<file path="config.mk">
export PLATFORM = sky130hd
export DESIGN_NAME = bitmap_first_free_allocator
export DESIGN_NICKNAME = d
export VERILOG_FILES = /design/src/design/bffa_pkg.sv /design/src/design/bffa_ram.sv /design/src/design/bitmap_first_free_allocator.sv
export VERILOG_INCLUDE_DIRS = /design/src /design/src/design
export SDC_FILE = /design/constraint.sdc
export NUM_CORES = 1
export LEC_CHECK = 0
export BUFFER_PORTS_ARGS = -buffer_cell sky130_fd_sc_hd__buf_4
export CAP_MARGIN = 30
export CORE_ASPECT_RATIO = 0.9
export CORE_MARGIN = 10
export CORE_UTILIZATION = 57
export CTS_BUF_LIST = sky130_fd_sc_hd__clkbuf_16
export DETAILED_ROUTE_END_ITERATION = 6
export PLACE_DENSITY = 0.77
export SETUP_SLACK_MARGIN = 0.1
export SLEW_MARGIN = 20
export SYNTH_ARGS = -nofsm -noshare
export SYNTH_HDL_FRONTEND = slang
export SYNTH_SLANG_ARGS = --single-unit
export TNS_END_PERCENT = 100
</file>
<file path="constraint.sdc">
create_clock -name clock -period 4.35 [get_ports clock]
set_input_delay 0.2175 -clock clock [delete_from_list [all_inputs] [get_ports clock]]
set_output_delay 0.2175 -clock clock [all_outputs]
set_load 0.03 [all_outputs]
</file>
<file path="src/design/bitmap_first_free_allocator_macros.svh">
// Assertion helpers used by the allocator.
`ifndef BITMAP_FIRST_FREE_ALLOCATOR_MACROS_SVH
`define BITMAP_FIRST_FREE_ALLOCATOR_MACROS_SVH

// Check a consequence in the same cycle as its antecedent.
`define BFFA_ASSERT_SAME(label, clk, rst, ante, cons, msg) \
   label: assert property (@(posedge clk) disable iff (rst) (ante) |-> (cons)) \
      else $error(msg);

// Check a consequence in the cycle after its antecedent.
`define BFFA_ASSERT_NEXT(label, clk, rst, ante, cons, msg) \
   label: assert property (@(posedge clk) disable iff (rst) (ante) |=> (cons)) \
      else $error(msg);

`endif

</file>
<file path="src/design/bffa_pkg.sv">
`timescale 1ns / 1ps

package bffa_pkg;

   // Default map size and map word width.
   localparam int BFFA_MAP_BITS = 1024;
   localparam int BFFA_WORD_W   = 32;

   // Fixed field widths.
   localparam int BFFA_KIND_W  = 3;
   localparam int BFFA_POS_W   = 11;
   localparam int BFFA_IDX_W   = 10;
   localparam int BFFA_COUNT_W = 11;

   localparam logic [BFFA_COUNT_W-1:0] BFFA_COUNT_RESET = 11'd1024;

   // Operation codes; the unused codes act as a query.
   localparam logic [BFFA_KIND_W-1:0] KIND_SET       = 3'd0;
   localparam logic [BFFA_KIND_W-1:0] KIND_CLEAR     = 3'd1;
   localparam logic [BFFA_KIND_W-1:0] KIND_CLEAR_ALL = 3'd2;
   localparam logic [BFFA_KIND_W-1:0] KIND_LIMIT     = 3'd3;
   localparam logic [BFFA_KIND_W-1:0] KIND_QUERY     = 3'd4;

   typedef struct packed {
      logic [BFFA_KIND_W-1:0] kind;
      logic [BFFA_POS_W-1:0]  position;
   } req_type;

   typedef struct packed {
      logic                  free_found;
      logic [BFFA_IDX_W-1:0] free_index;
   } rsp_type;

endpackage

</file>
<file path="src/design/bffa_ram.sv">
`timescale 1ns / 1ps

module bffa_ram #(
   parameter int WIDTH = 32,
   parameter int DEPTH = 32,
   localparam int AW = (DEPTH > 1) ? $clog2(DEPTH) : 1
) (
   input  logic             clock,
   input  logic             we,
   input  logic [AW-1:0]    waddr,
   input  logic [WIDTH-1:0] wdata,
   input  logic [AW-1:0]    raddr,
   output logic [WIDTH-1:0] rdata
);

   logic [WIDTH-1:0] mem [DEPTH];
   logic [WIDTH-1:0] rdata_ff;

   // Write one word, read one word with registered data.
   always_ff @(posedge clock) begin
      if (we) begin
         mem[waddr] <= wdata;
      end
      rdata_ff <= mem[raddr];
   end

   assign rdata = rdata_ff;

endmodule

</file>
<file path="src/design/bitmap_first_free_allocator.sv">
`timescale 1ns / 1ps
// Set and clear rewrite one map word when the position is usable; clear all and limit
// rewrite all NUM_WORDS words (NUM_WORDS = MAP_BITS / 32, rounded up); then each
// operation scans for the lowest clear usable flag. Throughput: one item at a time;
// the scan reads one 32-bit map word per cycle from a one-read, one-write port RAM.
// Reset: synchronous; a clearing pass zeroes every map word while no item
// is taken; bit_count returns to 1024 and the result register empties.
`include "bitmap_first_free_allocator_macros.svh"

module bitmap_first_free_allocator
   import bffa_pkg::*;
#(
   parameter int MAP_BITS = BFFA_MAP_BITS
) (
   input  logic                    clock,
   input  logic                    reset,
   input  logic                    req_valid,
   output logic                    req_stall,
   input  req_type                 req_item,
   output logic                    rsp_valid,
   input  logic                    rsp_stall,
   output rsp_type                 rsp_item,
   input  logic                    csr_valid,
   output logic                    csr_ready,
   input  logic [BFFA_COUNT_W-1:0] csr_data
);

   localparam int WORD_W    = BFFA_WORD_W;
   localparam int BIT_W     = $clog2(WORD_W);
   localparam int NUM_WORDS = (MAP_BITS + WORD_W - 1) / WORD_W;
   localparam int AW        = (NUM_WORDS > 1) ? $clog2(NUM_WORDS) : 1;
   localparam int CNT_W     = $clog2(MAP_BITS + 1);
   localparam int CMP_W     = (CNT_W > BFFA_POS_W) ? CNT_W : BFFA_POS_W;
   localparam logic [AW-1:0] LAST_WORD = AW'(NUM_WORDS - 1);

   typedef enum logic [2:0] {
      ST_INIT,
      ST_IDLE,
      ST_RMW,
      ST_SWEEP,
      ST_SCAN,
      ST_HOLD
   } state_type;

   // Bits of a word whose flag index (base + bit) is at or above n.
   function automatic logic [WORD_W-1:0] ge_mask(input logic [CMP_W-1:0] base,
                                                 input logic [CMP_W-1:0] n);
      logic [CMP_W-1:0]  diff;
      logic [WORD_W-1:0] mask;
      diff = n - base;
      if (n <= base) begin
         mask = '1;
      end else if (diff >= CMP_W'(WORD_W)) begin
         mask = '0;
      end else begin
         mask = {WORD_W{1'b1}} << diff[BIT_W-1:0];
      end
      return mask;
   endfunction

   // Lowest clear bit of a word.
   function automatic logic [BIT_W:0] first_zero(input logic [WORD_W-1:0] word);
      logic             hit;
      logic [BIT_W-1:0] pos;
      hit = 1'b0;
      pos = '0;
      for (int b = WORD_W - 1; b >= 0; b--) begin
         if (!word[b]) begin
            hit = 1'b1;
            pos = BIT_W'(b);
         end
      end
      return {hit, pos};
   endfunction

   state_type               state_ff, state_in;
   logic [AW-1:0]           addr_ff, addr_in;
   logic [AW-1:0]           chk_ff, chk_in;
   logic                    pend_ff, pend_in;
   logic [BFFA_KIND_W-1:0]  op_ff, op_in;
   logic [BFFA_POS_W-1:0]   pos_ff, pos_in;
   logic                    rsp_valid_ff, rsp_valid_in;
   rsp_type                 rsp_item_ff, rsp_item_in;
   rsp_type                 res_ff, res_in;
   logic [BFFA_COUNT_W-1:0] bit_count_ff, bit_count_in;

   logic                    ram_we;
   logic [AW-1:0]           ram_waddr;
   logic [WORD_W-1:0]       ram_wdata;
   logic [AW-1:0]           ram_raddr;
   logic [WORD_W-1:0]       ram_rdata;

   logic [CMP_W-1:0]        lim;
   logic [CMP_W-1:0]        req_pos_ext;
   logic [CMP_W-1:0]        pos_ext;
   logic [CMP_W-1:0]        base_addr;
   logic [CMP_W-1:0]        base_chk;
   logic [CMP_W-1:0]        idx_full;
   logic [WORD_W-1:0]       scan_word;
   logic [BIT_W:0]          zero_hit;
   logic                    issue_ok;
   logic                    chk_last;
   logic                    out_free;
   logic                    fin;
   rsp_type                 fin_res;

   logic                    req_take;
   logic                    rsp_none;
   logic                    idx_zero;
   logic                    write_state;
   logic                    in_hold;

   bffa_ram #(
      .WIDTH (WORD_W),
      .DEPTH (NUM_WORDS)
   ) u_map (
      .clock (clock),
      .we    (ram_we),
      .waddr (ram_waddr),
      .wdata (ram_wdata),
      .raddr (ram_raddr),
      .rdata (ram_rdata)
   );

   // Saturate the usable count to the map size.
   assign lim = (CMP_W'(bit_count_ff) > CMP_W'(MAP_BITS)) ? CMP_W'(MAP_BITS)
                                                          : CMP_W'(bit_count_ff);

   assign req_pos_ext = CMP_W'(req_item.position);
   assign pos_ext     = CMP_W'(pos_ff);
   assign base_addr   = CMP_W'(addr_ff) << BIT_W;
   assign base_chk    = CMP_W'(chk_ff) << BIT_W;

   // Scan word unit: mask unusable flags, find the lowest clear one.
   assign scan_word = ram_rdata | ge_mask(base_chk, lim);
   assign zero_hit  = first_zero(scan_word);
   assign idx_full  = base_chk | CMP_W'(zero_hit[BIT_W-1:0]);
   assign issue_ok  = base_addr < lim;
   assign chk_last  = (lim - base_chk) <= CMP_W'(WORD_W);
   assign out_free  = !rsp_valid_ff || !rsp_stall;

   always_comb begin
      state_in     = state_ff;
      addr_in      = addr_ff;
      chk_in       = chk_ff;
      pend_in      = pend_ff;
      op_in        = op_ff;
      pos_in       = pos_ff;
      rsp_valid_in = rsp_valid_ff;
      rsp_item_in  = rsp_item_ff;
      res_in       = res_ff;
      bit_count_in = bit_count_ff;
      ram_we       = 1'b0;
      ram_waddr    = addr_ff;
      ram_wdata    = '0;
      ram_raddr    = addr_ff;
      fin          = 1'b0;
      fin_res      = '0;

      // Drop the result once taken.
      if (rsp_valid_ff && !rsp_stall) begin
         rsp_valid_in = 1'b0;
      end

      // Take a register write.
      if (csr_valid) begin
         bit_count_in = csr_data;
      end

      case (state_ff)
         ST_INIT: begin
            ram_we = 1'b1;
            if (addr_ff == LAST_WORD) begin
               addr_in  = '0;
               state_in = ST_IDLE;
            end else begin
               addr_in = addr_ff + 1'b1;
            end
         end
         ST_IDLE: begin
            if (req_valid) begin
               op_in   = req_item.kind;
               pos_in  = req_item.position;
               addr_in = '0;
               pend_in = 1'b0;
               case (req_item.kind)
                  KIND_SET, KIND_CLEAR: begin
                     if (req_pos_ext < lim) begin
                        ram_raddr = req_pos_ext[BIT_W +: AW];
                        addr_in   = req_pos_ext[BIT_W +: AW];
                        state_in  = ST_RMW;
                     end else begin
                        state_in = ST_SCAN;
                     end
                  end
                  KIND_CLEAR_ALL, KIND_LIMIT: begin
                     state_in = ST_SWEEP;
                  end
                  default: begin
                     state_in = ST_SCAN;
                  end
               endcase
            end
         end
         ST_RMW: begin
            // Modify the one flag in the word just read.
            ram_we    = 1'b1;
            ram_wdata = ram_rdata;
            ram_wdata[pos_ff[BIT_W-1:0]] = (op_ff == KIND_SET);
            addr_in   = '0;
            pend_in   = 1'b0;
            state_in  = ST_SCAN;
         end
         ST_SWEEP: begin
            ram_we    = 1'b1;
            ram_wdata = (op_ff == KIND_LIMIT) ? ge_mask(base_addr, pos_ext) : '0;
            if (addr_ff == LAST_WORD) begin
               addr_in  = '0;
               pend_in  = 1'b0;
               state_in = ST_SCAN;
            end else begin
               addr_in = addr_ff + 1'b1;
            end
         end
         ST_SCAN: begin
            if (pend_ff) begin
               if (zero_hit[BIT_W]) begin
                  fin                = 1'b1;
                  fin_res.free_found = 1'b1;
                  fin_res.free_index = idx_full[BFFA_IDX_W-1:0];
               end else if (chk_last) begin
                  fin = 1'b1;
               end
            end else if (!issue_ok) begin
               fin = 1'b1;
            end
            if (fin) begin
               pend_in = 1'b0;
            end else if (issue_ok) begin
               pend_in = 1'b1;
               chk_in  = addr_ff;
               addr_in = addr_ff + 1'b1;
            end else begin
               pend_in = 1'b0;
            end
         end
         ST_HOLD: begin
            if (out_free) begin
               rsp_valid_in = 1'b1;
               rsp_item_in  = res_ff;
               state_in     = ST_IDLE;
            end
         end
         default: begin
            state_in = ST_IDLE;
         end
      endcase

      // Hand the result to the output register, or hold it while that is full.
      if (fin) begin
         if (out_free) begin
            rsp_valid_in = 1'b1;
            rsp_item_in  = fin_res;
            state_in     = ST_IDLE;
         end else begin
            res_in   = fin_res;
            state_in = ST_HOLD;
         end
      end
   end

   always_ff @(posedge clock) begin
      if (reset) begin
         state_ff     <= ST_INIT;
         addr_ff      <= '0;
         pend_ff      <= 1'b0;
         rsp_valid_ff <= 1'b0;
         bit_count_ff <= BFFA_COUNT_RESET;
      end else begin
         state_ff     <= state_in;
         addr_ff      <= addr_in;
         pend_ff      <= pend_in;
         rsp_valid_ff <= rsp_valid_in;
         bit_count_ff <= bit_count_in;
      end
      chk_ff      <= chk_in;
      op_ff       <= op_in;
      pos_ff      <= pos_in;
      rsp_item_ff <= rsp_item_in;
      res_ff      <= res_in;
   end

   assign req_stall = (state_ff != ST_IDLE);
   assign csr_ready = 1'b1;
   assign rsp_valid = rsp_valid_ff;
   assign rsp_item  = rsp_item_ff;

   // Conditions watched by the checks below.
   assign req_take    = req_valid && !req_stall;
   assign rsp_none    = rsp_valid && !rsp_item.free_found;
   assign idx_zero    = (rsp_item.free_index == '0);
   assign write_state = (state_ff == ST_INIT) || (state_ff == ST_RMW) || (state_ff == ST_SWEEP);
   assign in_hold     = (state_ff == ST_HOLD);

   `BFFA_ASSERT_NEXT(a_busy_after_accept, clock, reset, req_take, req_stall, "no stall after accept")
   `BFFA_ASSERT_SAME(a_none_index_zero, clock, reset, rsp_none, idx_zero, "nonzero index")
   `BFFA_ASSERT_SAME(a_write_states, clock, reset, ram_we, write_state, "stray map write")
   `BFFA_ASSERT_SAME(a_hold_output_full, clock, reset, in_hold, rsp_valid, "hold with no output")

endmodule

</file>
==> flow_summary.toml, run 1 <==
[run_status]
status = "finished with violations"
violations = "design-rule violations"

[placed_design]
dp.final_hpwl_microns = 85400
dp.cells = 4663
gp_congestion = 0.953
portBuffers = 42
place_ws_ps = -72.2

[clock_tree]
root_buffer = "clkbuf_16"
clock_path_buffers = 3
cts-htree-levels = 3
cts_buffers = 108
tritoncts = "yes"
path_clk_slew_ps = 60
clock_insertion_delay_worst_skew_ps = 700
cts_num_sinks = 1118

[cells_and_area]
area.sequential_sq_um = 32900
n_fill_cell = 5430
multi_input_area_sq_um = 13300
syn_to_final_growth_pct = 16.7
nets = 3838
stdcell_count = 4929
layout-drive-gt1-share_pct = 15.1
antenna_cells = 0

[setup_path]
worstSetupEndpointType = "flip-flop"
worstSetupPathType = "reg2reg"
arrival_ps = 4640
critPathLaunchType = "flip-flop"
worstRegToRegCells = 12
slowest_delay_ps = 830
crit_fanout = 22
cp_slowest_cell = "o311ai_0"
cp.required_ps = 4860
path_cells = "buf_4 -> and2b_1 -> inv_1 -> ha_1 -> nor3_1 -> nor2_1 -> and2_1 -> o21ai_4 -> mux2_8 -> buf_4 -> o311ai_0 -> nor3_1"

[detailed_routing]
firstDrtPassIters = 7
viasPerCell = 6.72
routed-via-count = 33100
antenna_left = 0
drt_iter0_markers = 4964
drt-wirelength-per-cell_microns = 28.4
routed_wirelength_microns = 140000
drc_errors = 1

[synthesis]
muxShareOfSynthArea_pct = 1.46
synthArstFlopShare_pct = 0
ys_ff_latch = 1118
syn_inst = 3565
synth_compound_area_share_pct = 11.7
avgSynthCellArea_sq_um = 13.1
synth_fp_nets = 3628
ys_types = 88
synth-edff-count = 1054
synth-seq-area-share_pct = 70.3
yosys.area_share.simple_pct = 12.9
yosysWarnings = 0
synthAdderAreaFrac_pct = 0.914
synth_top_family_by_area = "simple AND/OR/NAND/NOR gates"
synth-main-ff-cell = "edfxtp_1"
synth_area_sq_um = 46800
synth_xor_area_share_pct = 0.0936

[timing]
setup_violations = 0
post-route-period-util_pct = 94.8
fin_hold_ws_ps = 269
setup_ws_ps = 226
finalHoldViolCount = 0
maxSlewHeadroom_pct = 37.5
rsz0062_at_grt = "yes"
maxSlewViolCount = 0
min_period_ps = 4120
fmax_mhz = 242
skew_ps = 50.0
worst_pin_slew_ps = 926

[global_route]
grt_overflow_total = 0
grtUsageTotal_pct = 29.2
grt_pass1_vias = 32000
grt_pass1_wl_microns = 207000
grt_max_degree = 73
antenna_found_initial = 1

[floorplan]
io_pins = 44
core_area_sq_um = 81300
design.die.area_sq_um = 94000
die_h_microns = 292
start_util_pct = 57.6
core.rowCount = 99
die_w_microns = 322

[pwr]
p_per_area_nw_per_um2 = 418
p_leak_nw = 17.6
ir_worst_vdd_mv = 0.335

[min_path]
hp-class = "in2reg"
worst_hold_path.num_cells = 2

[job]
drv_cap = 0
==> synth_stat cells (4+ instances only) <==
library cell / n / area, sq um
inv_1: 45 / 169
o21ai_0: 133 / 666
o221ai_1: 35 / 307
edfxtp_1: 1054 / 31700
mux2_2: 6 / 67.6
nor2b_1: 14 / 87.6
or2_2: 6 / 37.5
ha_1: 31 / 388
o211ai_1: 18 / 135
a21boi_0: 5 / 37.5
nor2_1: 220 / 826
o2111ai_1: 8 / 70.1
and2_1: 9 / 56.3
o21ai_1: 5 / 25.0
mux2i_1: 57 / 571
clkbuf_1: 193 / 724
a41oi_1: 4 / 35.0
and3_1: 291 / 1820
o311ai_0: 31 / 272
buf_2: 43 / 215
dfxtp_1: 64 / 1280
o21bai_1: 5 / 37.5
a21o_1: 13 / 97.6
nand3_1: 92 / 460
buf_1: 9 / 33.8
a21oi_1: 48 / 240
a31oi_1: 110 / 688
o22ai_1: 26 / 163
a41o_1: 5 / 50.1
nand4_1: 35 / 219
nand2b_1: 16 / 100
nand3b_1: 7 / 52.6
nor3_1: 49 / 245
a31o_2: 5 / 43.8
a211oi_1: 294 / 2210
nand2_1: 496 / 1860
o31ai_1: 5 / 37.5
==> metrics by stage <==
step | TNS (ps) | utilization, % | instance area, sq um | power (mW)
final | 0 | 67.2 | 54600 | 22.8
after detailed placement | -440 | 62.2 | 50600 | 14.1
after floorplan | 0 | - | 46800 | 13.3
after CTS | 0 | 67.0 | 54500 | 22.8
after global routing | 0 | 67.2 | 54600 | 23.5
after global placement | -1.29 | 62.2 | 50500 | 14.1
==> placed cells by master, fill, tap and decap left out, drive strengths merged, types with 4 or more instances in the layout <==
master	n
o211ai	19
o22ai	26
clkinv	57
nand2b	16
a41oi	4
nand2	496
o31ai	5
o2111ai	8
nand3	92
nor2b	14
nor2	220
dfxtp	64
ha	31
clkbuf	110
nand3b	7
nor3	52
nand4	38
o221ai	35
a21oi	48
and2	11
o21bai	5
inv	75
mux2	9
o21ai	141
or3	4
a31oi	110
a31o	5
dlygate4sd3	47
clkinvlp	5
and3	292
o311ai	31
buf	301
mux2i	57
edfxtp	1054
a211oi	297
a21boi	6
or2	6
a21o	13
a41o	5
==> sequential cells by signal, summed over array words and instances (netlist names) <==
register / count
bit_count_ff: 11
pend_ff: 1
op_ff: 3
pos_ext: 11
state_ff: 3
u_map.mem: 1024
u_map.rdata: 32
chk_ff: 5
addr_ff: 5
rsp_item: 11
res_ff: 11
rsp_valid: 1
==> per-layer routing <==
layer	share of wire [%]	track usage (%)	wire length, microns	vias up
li1	-	-	-	14200
met1	37	39.8	52000	16200
met2	45	44.3	62700	2323
met3	13	6.56	17800	405
met4	5.2	14.1	7320	0
met5	0	0	0	-
==> report_power, final <==
group	internal, mW	switching, mW
Sequential	11.8	0.187
Combinational	0.768	1.32
Clock	4.78	3.99
Total	17.3	5.50
==> worst paths after layout <==
kind                          to              from  slack, ps
hold reg to reg      rsp_item[1]         res_ff[1]        540
setup / recovery  u_map.rdata[6]  bit_count_ff[10]        230
setup reg to reg  u_map.rdata[6]  bit_count_ff[10]        230
hold / removal          op_ff[0]      req_item[11]        270
==> logic make-up (layout without fill, tap and decap cells) <==
family / Yosys count / in the layout
buf+inv: 295 / 598
xor+xnor: 5 / 5
fa+ha+maj: 33 / 33
compound gates: 785 / 785
flops: 1118 / 1118
mux: 66 / 66
simple gates: 1262 / 1263
other cells: 1 / 1
==> cell type report <==
class                   count  share of cell area (%)
clock buffers             110                    5.04
clock inverters            94                    1.09
inverters                  46                   0.316
multi-input cells        2153                    24.4
flip-flops and latches   1118                    60.3
well taps                1060                    2.43
repair buffers            348                    6.38
==> worst max-delay path: cells and delay by family, from the launching register on <==
family | cells | cell delay (ps)
flops | 1 | 350
simple gates | 5 | 870
mux | 1 | 550
buf+inv | 3 | 730
compound gates | 2 | 1140
fa+ha+maj | 1 | 290
==> timing repair <==
| item | CTS | global route |
|---|---|---|
| endpoints found under the setup margin | 48 | 76 |
| pin swaps | 2 | 6 |
| resized for setup | 4 | 32 |
| hold endpoints to repair | 34 | 0 |
| cloned | 1 | 0 |
| hold buffers | 47 | 0 |
| setup buffers | 6 | 8 |
No activity file was read; power rests on OpenSTA's default activity.
==> run 2: changes to the inputs <==
--- a/config.mk
+++ b/config.mk
@@ -11,7 +11,6 @@
 export CORE_ASPECT_RATIO = 0.9
 export CORE_MARGIN = 10
 export CORE_UTILIZATION = 57
-export CTS_BUF_LIST = sky130_fd_sc_hd__clkbuf_16
 export DETAILED_ROUTE_END_ITERATION = 6
 export PLACE_DENSITY = 0.77
 export SETUP_SLACK_MARGIN = 0.1
==> run 2 against run 1 <==
Compared with the run above:
- the run now ends clean
- maximum frequency about the same
- critical path depth rose by 5
- cell area up 0.47%
- die area is the same
- final cell count about the same
- register-to-register slack barely moved
- wire length about the same
- flip-flop and latch count stayed put
- critical path type unchanged
- highest routed layer unchanged
==> flow_summary.toml, run 2 (synthesis results as in run 1) <==
[run_status]
status = "completed"

[pwr]
p_per_area_nw_per_um2 = 426
p_leak_nw = 17.6
p_clk_share_pct = 39.7
switching_share_pct = 23.6
ir_worst_vdd_mv = 0.338
p_int_mw = 17.9
power.share.sequential_pct = 51.3
power_frac_comb_pct = 8.9
switchingPower_mw = 5.50

[timing]
maxSlewHeadroom_pct = 37.6
min_period_ps = 4130
worst_pin_slew_ps = 924
timing.setup.tns_ps = 0
rsz0062_at_grt = "yes"
skew_ps = 49.3
fmax_mhz = 242
finalHoldViolCount = 0
fin_hold_ws_ps = 268
post-route-period-util_pct = 94.8
setup_ws_ps = 224
maxSlewViolCount = 0
setup_violations = 0

[cells_and_area]
nets = 3839
layout_commonest_cell = "edfxtp_1"
design_area_sq_um = 54900
antenna_cells = 0
stdcell_count = 4930
largest_reg_flops = 1024
largest-register = "u_map.mem"
mostFrequentLayoutCells = "1,054 x edfxtp_1, 492 x nand2_1, 291 x and3_1, 291 x a211oi_1, 235 x buf_4"
layout-drive-gt1-share_pct = 15.8
syn_to_final_growth_pct = 17.2

[clock_tree]
cts-htree-levels = 3
cts_num_sinks = 1118
tritoncts = "yes"
path_clk_slew_ps = 60
clock_path_buffers = 3
root_buffer = "clkbuf_16"
cts_buffers = 108
clock_insertion_delay_worst_skew_ps = 700

[placed_design]
gp_congestion = 0.953
dp.final_hpwl_microns = 85400
dp.cells = 4663
dpl_cell_area_sq_um = 50600
place_ws_ps = -72.2
portBuffers = 42

[job]
drv_cap = 0

[detailed_routing]
drc_errors = 0
viasPerCell = 6.71
antenna_left = 0
routed-via-count = 33100
drt_iter0_markers = 5009
drt-wirelength-per-cell_microns = 28.4
firstDrtPassIters = 6
routed_wirelength_microns = 140000

[setup_path]
path_buf_inv = 5
cp_slowest_cell = "o311ai_1"
arrival_ps = 4670
crit_fanout = 42
path_cells = "inv_2 -> nand2_1 -> ha_1 -> a21o_1 -> a21o_1 -> a211oi_4 -> buf_4 -> nand2_2 -> o211ai_4 -> buf_12 -> nand2_4 -> buf_12 -> buf_4 -> a211oi_1 -> a31oi_1 -> o311ai_1 -> nor3_1"
critPathLaunchType = "flip-flop"
critPathTopFamily = "compound AO/OA/AOI/OAI gates"
worstRegToRegCells = 17
cp.required_ps = 4890
slowest_delay_ps = 530
worstSetupPathType = "reg2reg"
worstSetupEndpointType = "flip-flop"
cp_num_cells = 17

[global_route]
antenna_found_initial = 2
grt_pass1_wl_microns = 207000
grtUsageTotal_pct = 29.3
grt_max_degree = 73
grt_overflow_total = 0
grt_pass1_vias = 32000

[floorplan]
start_util_pct = 57.6
die_w_microns = 322
io_pins = 44
die_h_microns = 292
design.die.area_sq_um = 94000
core_area_sq_um = 81300
core.rowCount = 99

[min_path]
worst_hold_path.num_cells = 2
hp-class = "in2reg"
run 2: final timing paths:
kind	startpoint	endpoint	slack, ps
min	req_item[11]	op_ff[0]	270
max reg2reg	bit_count_ff[10]	u_map.rdata[21]	220
min reg2reg	res_ff[1]	rsp_item[1]	540
max	bit_count_ff[10]	u_map.rdata[21]	220
run 2: routing by layer:
layer	global-route usage (%)	wire (microns)
met1	40.1	52000
met5	0	0
met3	6.33	17900
met4	13.9	6950
met2	44.5	63000
run 2: cell type report:
type,count,area [sq um]
clock inverters,42,398
well taps,1060,1330
flip-flops and latches,1118,32900
inverters,46,173
multi-input cells,2153,13300
repair buffers,349,3500
clock buffers,162,3200
fillers,5383,26400
run 2: per-stage QoR:
stage	utilization [%]	power [mW]
6_report	67.5	23.4
5_1_grt	67.5	24.0
4_1_cts	67.4	23.3
3_5_place_dp	62.2	14.1
3_3_place_gp	62.2	14.1
2_1_floorplan	-	13.3
run 2: worst reg2reg max path, stage by stage, from the launching register on:
cell	delay, ps
dfxtp_1	330
inv_2	110
nand2_1	160
ha_1	350
a21o_1	170
a21o_1	210
a211oi_4	320
buf_4	190
nand2_2	100
o211ai_4	170
buf_12	210
nand2_4	130
buf_12	220
buf_4	290
a211oi_1	290
a31oi_1	80
o311ai_1	530
nor3_1	150
run 2: power by group through the flow:
stage / combinational (mW) / clock, mW / sequential [mW]
floorplan: 1.20 / 0 / 12.1
global placement: 1.91 / 0 / 12.2
detailed placement: 1.95 / 0 / 12.2
CTS: 2.02 / 9.32 / 12.0
global route: 2.24 / 9.78 / 12.0
finish: 2.09 / 9.28 / 12.0
run 2: timing repair:
action	CTS	global route
hold endpoints to repair	34	0
pin swaps	2	6
cloned	1	0
hold buffers	47	0
setup endpoints to repair	46	76
buffers inserted	9	5
resized for setup	5	30
